File: config.mk
export PLATFORM = sky130hd
export DESIGN_NAME = zigzag_diagonal_reorder_core
export DESIGN_NICKNAME = d
export VERILOG_FILES = /design/src/zdr_pkg.sv /design/src/zdr_ram.sv /design/src/zdr_front.sv /design/src/zdr_job_fifo.sv /design/src/zdr_back.sv /design/src/zigzag_diagonal_reorder_core.sv
export SDC_FILE = /design/constraint.sdc
export NUM_CORES = 2
export LEC_CHECK = 0
export BUFFER_PORTS_ARGS = -buffer_cell sky130_fd_sc_hd__buf_2
export CAP_MARGIN = 20
export CELL_PAD_IN_SITES_DETAIL_PLACEMENT = 1
export CELL_PAD_IN_SITES_GLOBAL_PLACEMENT = 2
export CORE_MARGIN = 2
export CORE_UTILIZATION = 25
export DETAILED_ROUTE_END_ITERATION = 10
export PLACE_DENSITY_LB_ADDON = 0.1
export SETUP_SLACK_MARGIN = 0.02
export SLEW_MARGIN = 20
export SYNTH_ARGS = -nofsm -noshare
export SYNTH_HDL_FRONTEND = slang
export SYNTH_SLANG_ARGS = --single-unit
export TNS_END_PERCENT = 1
File: constraint.sdc
create_clock -name clk -period 7.45 [get_ports clk]
set_input_delay 0.745 -clock clk [delete_from_list [all_inputs] [get_ports clk]]
set_output_delay 0.745 -clock clk [all_outputs]
set_load 0.01 [all_outputs]
File: src/zdr_pkg.sv
package zdr_pkg;

  localparam int MAX_ROWS    = 8;
  localparam int MAX_COLS    = 8;
  localparam int DATA_W      = 32;
  localparam int DIM_W       = 4;
  localparam int CNT_W       = 7;
  localparam int STORE_DEPTH = MAX_ROWS * MAX_COLS;
  localparam int ADDR_W      = $clog2(STORE_DEPTH);
  localparam int CFG_IDX_W   = 1;

  typedef enum logic [CFG_IDX_W-1:0] {
    CFG_ROWS = 1'b0,
    CFG_COLS = 1'b1
  } cfg_idx_t;

  // one readout request, sizes already clamped
  typedef struct packed {
    logic [DIM_W-1:0] rows;
    logic [DIM_W-1:0] cols;
  } job_t;

  typedef struct packed {
    logic              en;
    logic [ADDR_W-1:0] addr;
    logic [DATA_W-1:0] data;
  } ram_wr_t;

  typedef struct packed {
    logic              en;
    logic [ADDR_W-1:0] addr;
  } ram_rd_t;

  typedef struct packed {
    logic walking;
    logic rd_pend;
  } back_stat_t;

  // zero acts as one, anything above the maximum acts as the maximum
  function automatic logic [DIM_W-1:0] clamp_size(input logic [DIM_W-1:0] v,
                                                  input logic [DIM_W-1:0] maxv);
    logic [DIM_W-1:0] res;
    if (v == '0) begin
      res = DIM_W'(1);
    end else if (v > maxv) begin
      res = maxv;
    end else begin
      res = v;
    end
    return res;
  endfunction

endpackage

File: src/zdr_ram.sv
module zdr_ram #(
  parameter int WIDTH = 32,
  parameter int DEPTH = 64,
  localparam int AW = (DEPTH > 1) ? $clog2(DEPTH) : 1
) (
  input  logic             clk,
  input  logic             wr_en,
  input  logic [AW-1:0]    wr_addr,
  input  logic [WIDTH-1:0] wr_data,
  input  logic             rd_en,
  input  logic [AW-1:0]    rd_addr,
  output logic [WIDTH-1:0] rd_data
);

  logic [WIDTH-1:0] mem [DEPTH];
  logic [WIDTH-1:0] rd_data_r;

  always_ff @(posedge clk) begin
    if (wr_en) begin
      mem[wr_addr] <= wr_data;
    end
    if (rd_en) begin
      rd_data_r <= mem[rd_addr];
    end
  end

  assign rd_data = rd_data_r;

endmodule

File: src/zdr_front.sv
module zdr_front
  import zdr_pkg::*;
(
  input  logic                 clk,
  input  logic                 rst_n,
  input  logic                 in_tvalid,
  output logic                 in_tready,
  input  logic [DATA_W-1:0]    in_tdata,
  input  logic                 in_tlast,
  input  logic                 cfg_valid,
  input  logic [CFG_IDX_W-1:0] cfg_index,
  input  logic [DIM_W-1:0]     cfg_data,
  input  logic                 fifo_full,
  input  logic                 fifo_not_empty,
  input  back_stat_t           back_stat,
  output logic                 job_push,
  output job_t                 job,
  output ram_wr_t              ram_wr
);

  logic [DIM_W-1:0] rows_r, rows_nxt;
  logic [DIM_W-1:0] cols_r, cols_nxt;
  logic [CNT_W-1:0] wcnt_r, wcnt_nxt;
  logic             hold_r, hold_nxt;
  logic [DIM_W-1:0] rows_c, cols_c;
  logic [CNT_W-1:0] total;
  logic             accept;
  logic             room;

  assign rows_c    = clamp_size(rows_r, DIM_W'(MAX_ROWS));
  assign cols_c    = clamp_size(cols_r, DIM_W'(MAX_COLS));
  assign total     = CNT_W'(rows_c * cols_c);
  assign in_tready = !hold_r && !fifo_full;
  assign accept    = in_tvalid && in_tready;
  assign room      = wcnt_r < total;

  assign ram_wr.en   = accept && room;
  assign ram_wr.addr = wcnt_r[ADDR_W-1:0];
  assign ram_wr.data = in_tdata;

  assign job_push = accept && in_tlast;
  assign job.rows = rows_c;
  assign job.cols = cols_c;

  always_comb begin
    rows_nxt = rows_r;
    cols_nxt = cols_r;
    if (cfg_valid) begin
      case (cfg_idx_t'(cfg_index))
        CFG_ROWS: rows_nxt = cfg_data;
        CFG_COLS: cols_nxt = cfg_data;
        default:  ;
      endcase
    end
  end

  always_comb begin
    wcnt_nxt = wcnt_r;
    hold_nxt = hold_r;
    if (accept) begin
      if (in_tlast) begin
        wcnt_nxt = '0;
      end else if (room) begin
        wcnt_nxt = wcnt_r + CNT_W'(1);
      end
    end
    // keep the store frozen until every read of the readout is issued
    if (job_push) begin
      hold_nxt = 1'b1;
    end else if (hold_r && !fifo_not_empty && !back_stat.walking) begin
      hold_nxt = 1'b0;
    end
  end

  always_ff @(posedge clk) begin
    if (!rst_n) begin
      rows_r <= DIM_W'(MAX_ROWS);
      cols_r <= DIM_W'(MAX_COLS);
      wcnt_r <= '0;
      hold_r <= 1'b0;
    end else begin
      rows_r <= rows_nxt;
      cols_r <= cols_nxt;
      wcnt_r <= wcnt_nxt;
      hold_r <= hold_nxt;
    end
  end

endmodule

File: src/zdr_job_fifo.sv
module zdr_job_fifo
  import zdr_pkg::*;
(
  input  logic clk,
  input  logic rst_n,
  input  logic push,
  input  job_t push_job,
  input  logic pop,
  output job_t head_job,
  output logic not_empty,
  output logic full
);

  job_t       slot_r [2];
  logic       wptr_r, wptr_nxt;
  logic       rptr_r, rptr_nxt;
  logic [1:0] cnt_r, cnt_nxt;

  assign head_job  = slot_r[rptr_r];
  assign not_empty = cnt_r != 2'd0;
  assign full      = cnt_r == 2'd2;

  always_comb begin
    wptr_nxt = wptr_r;
    rptr_nxt = rptr_r;
    cnt_nxt  = cnt_r;
    if (push && !full) begin
      wptr_nxt = !wptr_r;
      cnt_nxt  = cnt_nxt + 2'd1;
    end
    if (pop && not_empty) begin
      rptr_nxt = !rptr_r;
      cnt_nxt  = cnt_nxt - 2'd1;
    end
  end

  always_ff @(posedge clk) begin
    if (push && !full) begin
      slot_r[wptr_r] <= push_job;
    end
  end

  always_ff @(posedge clk) begin
    if (!rst_n) begin
      wptr_r <= 1'b0;
      rptr_r <= 1'b0;
      cnt_r  <= 2'd0;
    end else begin
      wptr_r <= wptr_nxt;
      rptr_r <= rptr_nxt;
      cnt_r  <= cnt_nxt;
    end
  end

endmodule

File: src/zdr_back.sv
module zdr_back
  import zdr_pkg::*;
(
  input  logic              clk,
  input  logic              rst_n,
  input  logic              job_valid,
  input  job_t              job,
  output logic              job_pop,
  output ram_rd_t           ram_rd,
  input  logic [DATA_W-1:0] rd_data,
  output logic              out_tvalid,
  input  logic              out_tready,
  output logic [DATA_W-1:0] out_tdata,
  output logic              out_tlast,
  output back_stat_t        back_stat
);

  localparam int RC_W = $clog2(MAX_ROWS > MAX_COLS ? MAX_ROWS : MAX_COLS) + 1;

  logic [DIM_W-1:0]  rows_r, rows_nxt;
  logic [DIM_W-1:0]  cols_r, cols_nxt;
  logic [CNT_W-1:0]  total_r, total_nxt;
  logic [CNT_W-1:0]  k_r, k_nxt;
  logic [RC_W-1:0]   row_r, row_nxt;
  logic [RC_W-1:0]   col_r, col_nxt;
  logic [ADDR_W-1:0] addr_r, addr_nxt;
  logic              up_r, up_nxt;
  logic              walk_r, walk_nxt;
  logic              rd_pend_r;
  logic              rd_last_r;
  logic              out_valid_r, out_valid_nxt;
  logic [DATA_W-1:0] out_data_r, out_data_nxt;
  logic              out_last_r, out_last_nxt;
  logic              issue;
  logic              is_last;
  logic              at_right, at_top, at_bottom, at_left;
  logic [CNT_W-1:0]  a_ext, c_ext;

  assign issue     = walk_r && !rd_pend_r && (!out_valid_r || out_tready);
  assign is_last   = (k_r + CNT_W'(1)) == total_r;
  assign job_pop   = job_valid && !walk_r;
  assign at_right  = DIM_W'(col_r) == (cols_r - DIM_W'(1));
  assign at_bottom = DIM_W'(row_r) == (rows_r - DIM_W'(1));
  assign at_top    = row_r == '0;
  assign at_left   = col_r == '0;
  assign a_ext     = CNT_W'(addr_r);
  assign c_ext     = CNT_W'(cols_r);

  assign ram_rd.en   = issue;
  assign ram_rd.addr = addr_r;

  // walk the anti-diagonals, one position per issued read
  always_comb begin
    rows_nxt  = rows_r;
    cols_nxt  = cols_r;
    total_nxt = total_r;
    k_nxt     = k_r;
    row_nxt   = row_r;
    col_nxt   = col_r;
    addr_nxt  = addr_r;
    up_nxt    = up_r;
    walk_nxt  = walk_r;
    if (job_pop) begin
      rows_nxt  = job.rows;
      cols_nxt  = job.cols;
      total_nxt = CNT_W'(job.rows * job.cols);
      k_nxt     = '0;
      row_nxt   = '0;
      col_nxt   = '0;
      addr_nxt  = '0;
      up_nxt    = 1'b1;
      walk_nxt  = 1'b1;
    end else if (issue) begin
      k_nxt = k_r + CNT_W'(1);
      if (is_last) begin
        walk_nxt = 1'b0;
      end
      if (up_r) begin
        if (at_right) begin
          row_nxt  = row_r + RC_W'(1);
          addr_nxt = ADDR_W'(a_ext + c_ext);
          up_nxt   = 1'b0;
        end else if (at_top) begin
          col_nxt  = col_r + RC_W'(1);
          addr_nxt = addr_r + ADDR_W'(1);
          up_nxt   = 1'b0;
        end else begin
          row_nxt  = row_r - RC_W'(1);
          col_nxt  = col_r + RC_W'(1);
          addr_nxt = ADDR_W'(a_ext - c_ext + CNT_W'(1));
        end
      end else begin
        if (at_bottom) begin
          col_nxt  = col_r + RC_W'(1);
          addr_nxt = addr_r + ADDR_W'(1);
          up_nxt   = 1'b1;
        end else if (at_left) begin
          row_nxt  = row_r + RC_W'(1);
          addr_nxt = ADDR_W'(a_ext + c_ext);
          up_nxt   = 1'b1;
        end else begin
          row_nxt  = row_r + RC_W'(1);
          col_nxt  = col_r - RC_W'(1);
          addr_nxt = ADDR_W'(a_ext + c_ext - CNT_W'(1));
        end
      end
    end
  end

  always_comb begin
    out_valid_nxt = out_valid_r;
    out_data_nxt  = out_data_r;
    out_last_nxt  = out_last_r;
    if (rd_pend_r) begin
      out_valid_nxt = 1'b1;
      out_data_nxt  = rd_data;
      out_last_nxt  = rd_last_r;
    end else if (out_tready) begin
      out_valid_nxt = 1'b0;
    end
  end

  always_ff @(posedge clk) begin
    rows_r     <= rows_nxt;
    cols_r     <= cols_nxt;
    total_r    <= total_nxt;
    k_r        <= k_nxt;
    row_r      <= row_nxt;
    col_r      <= col_nxt;
    addr_r     <= addr_nxt;
    up_r       <= up_nxt;
    out_data_r <= out_data_nxt;
    out_last_r <= out_last_nxt;
    if (issue) begin
      rd_last_r <= is_last;
    end
  end

  always_ff @(posedge clk) begin
    if (!rst_n) begin
      walk_r      <= 1'b0;
      rd_pend_r   <= 1'b0;
      out_valid_r <= 1'b0;
    end else begin
      walk_r      <= walk_nxt;
      rd_pend_r   <= issue;
      out_valid_r <= out_valid_nxt;
    end
  end

  assign out_tvalid        = out_valid_r;
  assign out_tdata         = out_data_r;
  assign out_tlast         = out_last_r;
  assign back_stat.walking = walk_r;
  assign back_stat.rd_pend = rd_pend_r;

endmodule

File: src/zigzag_diagonal_reorder_core.sv
// Zigzag diagonal reorder core.
// Input stream (in_*): matrix elements in row-major order, one item per
// element; in_tlast marks the final element and starts the readout. Elements
// past rows*cols are dropped. Output stream (out_*): the whole matrix in zigzag
// anti-diagonal order, starting top-left and heading up-right first;
// out_tlast flags the final item of a readout.
// Config port (cfg_*): index 0 sets rows, index 1 sets cols (1..8; zero acts
// as one, larger values as eight). cfg_ready is always high. Write it only
// while the core is idle; sizes in force at the marked element apply.
// Timing: while collecting, one input item per cycle. After the marked item
// is accepted, the job passes through the job queue to the walker, which
// issues a single store read at a time and waits for the registered read
// data to land in the output register before issuing the next.
// in_tready stays low from the marked item until the last store read of the
// readout is issued and the walker's busy flag and then the front's hold
// register have cleared; a stalling receiver delays this.
// A stalled receiver holds the output register and pauses the walk; nothing
// is lost. Reset (rst_n low, synchronous) empties the job queue, drops any
// readout in progress, zeroes the element count and sets both sizes to 8.
// Store contents are not cleared.
module zigzag_diagonal_reorder_core
  import zdr_pkg::*;
(
  input  logic                 clk,
  input  logic                 rst_n,
  input  logic                 in_tvalid,
  output logic                 in_tready,
  input  logic [DATA_W-1:0]    in_tdata,   // [31:0] element_value
  input  logic                 in_tlast,
  output logic                 out_tvalid,
  input  logic                 out_tready,
  output logic [DATA_W-1:0]    out_tdata,  // [31:0] element_out
  output logic                 out_tlast,
  input  logic                 cfg_valid,
  output logic                 cfg_ready,
  input  logic [CFG_IDX_W-1:0] cfg_index,
  input  logic [DIM_W-1:0]     cfg_data
);

  logic              job_push;
  job_t              push_job;
  job_t              head_job;
  logic              job_pop;
  logic              fifo_not_empty;
  logic              fifo_full;
  ram_wr_t           ram_wr;
  ram_rd_t           ram_rd;
  logic [DATA_W-1:0] rd_data;
  back_stat_t        back_stat;

  assign cfg_ready = 1'b1;

  // front: take elements, fill the store, queue a readout on the mark
  zdr_front u_front (
    .clk            (clk),
    .rst_n          (rst_n),
    .in_tvalid      (in_tvalid),
    .in_tready      (in_tready),
    .in_tdata       (in_tdata),
    .in_tlast       (in_tlast),
    .cfg_valid      (cfg_valid),
    .cfg_index      (cfg_index),
    .cfg_data       (cfg_data),
    .fifo_full      (fifo_full),
    .fifo_not_empty (fifo_not_empty),
    .back_stat      (back_stat),
    .job_push       (job_push),
    .job            (push_job),
    .ram_wr         (ram_wr)
  );

  zdr_job_fifo u_job_fifo (
    .clk       (clk),
    .rst_n     (rst_n),
    .push      (job_push),
    .push_job  (push_job),
    .pop       (job_pop),
    .head_job  (head_job),
    .not_empty (fifo_not_empty),
    .full      (fifo_full)
  );

  // matrix store: one write port for the front, one read port for the back
  zdr_ram #(
    .WIDTH (DATA_W),
    .DEPTH (STORE_DEPTH)
  ) u_store (
    .clk     (clk),
    .wr_en   (ram_wr.en),
    .wr_addr (ram_wr.addr),
    .wr_data (ram_wr.data),
    .rd_en   (ram_rd.en),
    .rd_addr (ram_rd.addr),
    .rd_data (rd_data)
  );

  // back: walk the zigzag and drive the result stream
  zdr_back u_back (
    .clk        (clk),
    .rst_n      (rst_n),
    .job_valid  (fifo_not_empty),
    .job        (head_job),
    .job_pop    (job_pop),
    .ram_rd     (ram_rd),
    .rd_data    (rd_data),
    .out_tvalid (out_tvalid),
    .out_tready (out_tready),
    .out_tdata  (out_tdata),
    .out_tlast  (out_tlast),
    .back_stat  (back_stat)
  );

  // the store must not take new elements while a readout is walking
  a_no_write_during_walk: assert property (@(posedge clk) disable iff (!rst_n)
    back_stat.walking |-> !in_tready)
    else $error("input open while readout walks");

  // a marked item closes the input
  a_hold_after_mark: assert property (@(posedge clk) disable iff (!rst_n)
    in_tvalid && in_tready && in_tlast |=> !in_tready)
    else $error("input still open after marked item");

  // the job queue never overflows
  a_fifo_no_overflow: assert property (@(posedge clk) disable iff (!rst_n)
    job_push |-> !fifo_full)
    else $error("job queue overflow");

  // read data always lands in an empty output register
  a_out_free_for_read: assert property (@(posedge clk) disable iff (!rst_n)
    back_stat.rd_pend |-> !out_tvalid)
    else $error("store read returned while output register busy");

endmodule
==> results.json <==
{
  "routed_wl_um": 294700,
  "endpoint_kind": "flip-flop",
  "regArea_sq_mm": 0.06536,
  "layout.nets": 4070,
  "vias_per_cell": 4.555,
  "gp_congestion": 0.7359,
  "yosysTopAreaCell": "edfxtp_1",
  "multi_input_area_sq_mm": 0.01900,
  "routedWlPerCell_um": 33.71,
  "period_share_pct": 81.82,
  "dr_total_vias": 39820,
  "ys_seq_area_share_pct": 76.83,
  "die_x_um": 587.2,
  "cts_buffer_depth": 4,
  "drtIter0Drc": 4038,
  "die-area_sq_mm": 0.3448,
  "combPwrFrac_pct": 25.6,
  "antenna_found_initial": 60,
  "ctsHoldBuffers": 0,
  "p_clk_share_pct": 35.4,
  "synth_top_family_by_area": "multiplexers",
  "synth_area_leaders": "edfxtp_1, mux4_2, dfxtp_1, ha_1, xnor2_1",
  "postCtsSetupRepairBufs": 0,
  "netlist_area_sq_mm": 0.08504,
  "post_route_cells_drive_above_1_share_pct": 32.55,
  "cap_violations": 0,
  "p_switching_w": 0.01145,
  "finalSetupViolations": 0,
  "grt_max_degree": 105,
  "r2r_slack_ns": 1.35,
  "synth_most_common_cell": "edfxtp_1",
  "dr.pass1.iters": 5,
  "yosysWarnings": 0,
  "power_frac_seq_pct": 39.0,
  "drc": 0,
  "tightest_slew_ns": 1.097,
  "worstSkewPairLatency_ns": 0.88,
  "synth-async-reset-ratio_pct": 0,
  "clkTransAtPathRegs_ns": 0.06,
  "ir_drop_v": 0.0001906,
  "syn_to_final_growth_pct": 18.65,
  "rsz0062_at_grt": "false",
  "drv_slew": 0,
  "grt_pass1_vias": 42120,
  "drtAntennaViolNets": 0,
  "synth_compound_area_share_pct": 0.9976,
  "die_height_um": 587.2,
  "htreeDepth": 5,
  "p_sw_share_pct": 31.25,
  "synth_nets": 3745,
  "fin_util_pct": 29.74,
  "ys_types": 59,
  "cts_buffers": 273,
  "cts_root_buf": "clkbuf_16",
  "synthAdderAreaFrac_pct": 0.9711,
  "crit_fanout": 31,
  "synthMuxAreaShare_pct": 17.77,
  "hpwl_um": 186000,
  "status": "finished, final reports clean",
  "start_kind": "flip-flop",
  "hold_class": "in2reg",
  "portBuffers": 77,
  "ios": 79,
  "grt_usage_pct": 16.93,
  "relSlewSlack_pct": 26.65,
  "synth_seq_cells": 2191,
  "grt_pass1_wl_um": 397500,
  "synth-xor-area-share_pct": 0.5871,
  "critPathKind": "reg2reg",
  "core_sq_mm": 0.3392,
  "rows": 214,
  "cts.sinks": 2191,
  "worst_ep_arrival_time_ns": 6.59,
  "initial_core_util_pct": 25.07,
  "fillers": 33770,
  "synth_edf_count": 2145,
  "synth-main-ff-cell": "edfxtp_1",
  "skew_ns": 0.03848,
  "hold_viol_final": 0,
  "synth.avg_cell_area_sq_um": 23.35,
  "synthSimpleGateAreaFrac_pct": 1.588,
  "yosysTopAreaCellShare_pct": 75.75,
  "fin_crit_ns": 6.095,
  "leakage_nw": 30.72,
  "cp.required_ns": 7.94,
  "cts_resized": 0,
  "grt-ovfl-total": 0,
  "powerDensity_mw_per_mm2": 363.3,
  "fin_setup_tns_ns": 0,
  "fmax_mhz": 164.1,
  "synth_cells": 3642,
  "power.internal_w": 0.02520,
  "synthTopCellsByCount": "edfxtp_1, mux4_2, clkbuf_1",
  "cts_tree": "built"
}
-- flip-flops by register name, summed over array words and instances (netlist names), 2 cells and up, named ones only --
signal	cells
u_store.mem	2048
u_back.out_tdata	32
u_store.rd_data	32
u_job_fifo.slot_r	16
u_back.k_r	7
u_back.total_r	7
u_front.wcnt_r	7
u_back.addr_r	6
u_back.col_r	4
u_back.cols_r	4
u_back.row_r	4
u_back.rows_r	4
u_front.cols_r	4
u_front.rows_r	4
u_job_fifo.cnt_r	2
-- cell families after synthesis --
kind of cell,after synthesis
AOI/OAI and AO/OA,126
xor gates and xnor gates,57
adders and majority gates,60
buffers and inverters,245
DFF,2191
muxes,693
other,1
and+or+nand+nor,269
-- final cells by class --
| class | instances | area share (%) |
|---|---|---|
| tap | 4536 | 5.625 |
| timing repair buffer | 245 | 1.972 |
| sequential | 2191 | 64.77 |
| antenna | 23 | 0.05704 |
| clock buffer | 347 | 7.119 |
| inverter | 50 | 0.1947 |
| multi-input combinational | 1206 | 18.83 |
| clock inverter | 145 | 1.425 |
-- cells in the final DEF, fill, tap and decap left out, types with 7 or more instances in the layout --
master,netlist,final
clkbuf_1,84,70
nor2_4,0,8
dfxtp_1,46,40
nor2b_1,16,16
nand3_1,22,21
ha_1,50,50
mux4_2,653,653
and2_1,17,17
bufinv_16,0,21
clkinv_1,0,54
clkinv_2,0,43
inv_6,0,12
nor3_2,1,57
a31oi_1,7,7
buf_12,0,21
fa_1,10,10
inv_1,48,47
xnor2_1,41,41
nor2_1,50,42
nand2_1,59,58
a211oi_1,30,29
mux2i_1,34,34
buf_2,69,45
diode_2,0,23
edfxtp_1,2145,2145
xor2_1,16,16
clkinv_8,0,7
buf_4,9,179
clkbuf_16,0,276
o21ai_0,17,17
a21o_1,7,7
a21oi_1,32,32
-- power groups by stage --
stage	Combinational, W	Clock (W)	Sequential (W)
CTS	0.00986	0.0134	0.0143
floorplan	0.00535	0	0.0143
finish	0.00939	0.0130	0.0143
detailed placement	0.00983	0	0.0146
global placement	0.00987	0	0.0146
global route	0.00999	0.0138	0.0143
-- final timing paths --
check,startpoint,end,depth (start not counted)
worst max-delay path,u_front.rows_r[3],u_store.mem[2][26],19
worst min-delay path,in_tdata[6],u_store.mem[43][6],1
worst min register to register,u_store.rd_data[27],u_back.out_tdata[27],0
worst max register to register,u_front.rows_r[3],u_store.mem[2][26],19
-- worst max-delay path, cell delays in order (launching register included) --
cell      delay [ns]
dfxtp_1         0.32
inv_1           0.21
o21ai_0         0.25
inv_1           0.15
nand2_1         0.08
fa_1            0.51
inv_1           0.06
fa_1            0.49
fa_1            0.43
a21o_1          0.18
a21oi_1         0.17
xnor2_1         0.16
ha_1            0.27
and4_1          0.22
a211oi_1        0.25
nand2_1         0.13
or2_4           0.52
buf_4           0.35
nor3_2          0.25
buf_4           0.58
-- routing by layer --
layer / routed length, um / track usage, % / part of all wire [%] / vias up
met2: 148200 / 28.97 / 50 / 937
li1: - / - / - / 16250
met5: 0 / 0 / 0 / -
met1: 130000 / 23.24 / 44 / 22330
met4: 4802 / 3.227 / 1.6 / 0
met3: 11670 / 1.915 / 4.0 / 306
-- per-stage QoR --
stage / worst slack [ns] / cells / area, sq um / total power (W) / hold slack, ns
after floorplan: 0.5451 / 3642 / 85040 / 0.01966 / 0.4003
after global placement: 1.314 / 8228 / 92210 / 0.02444 / 0.4048
after detailed placement: 1.316 / 8228 / 92220 / 0.02441 / 0.4063
after CTS: 1.258 / 8720 / 100800 / 0.03758 / 0.01212
after global routing: 0.9545 / 8722 / 100800 / 0.03816 / 0.04659
final: 1.355 / 8743 / 100900 / 0.03665 / 0.07904
Power figures use the tool's default switching activity.
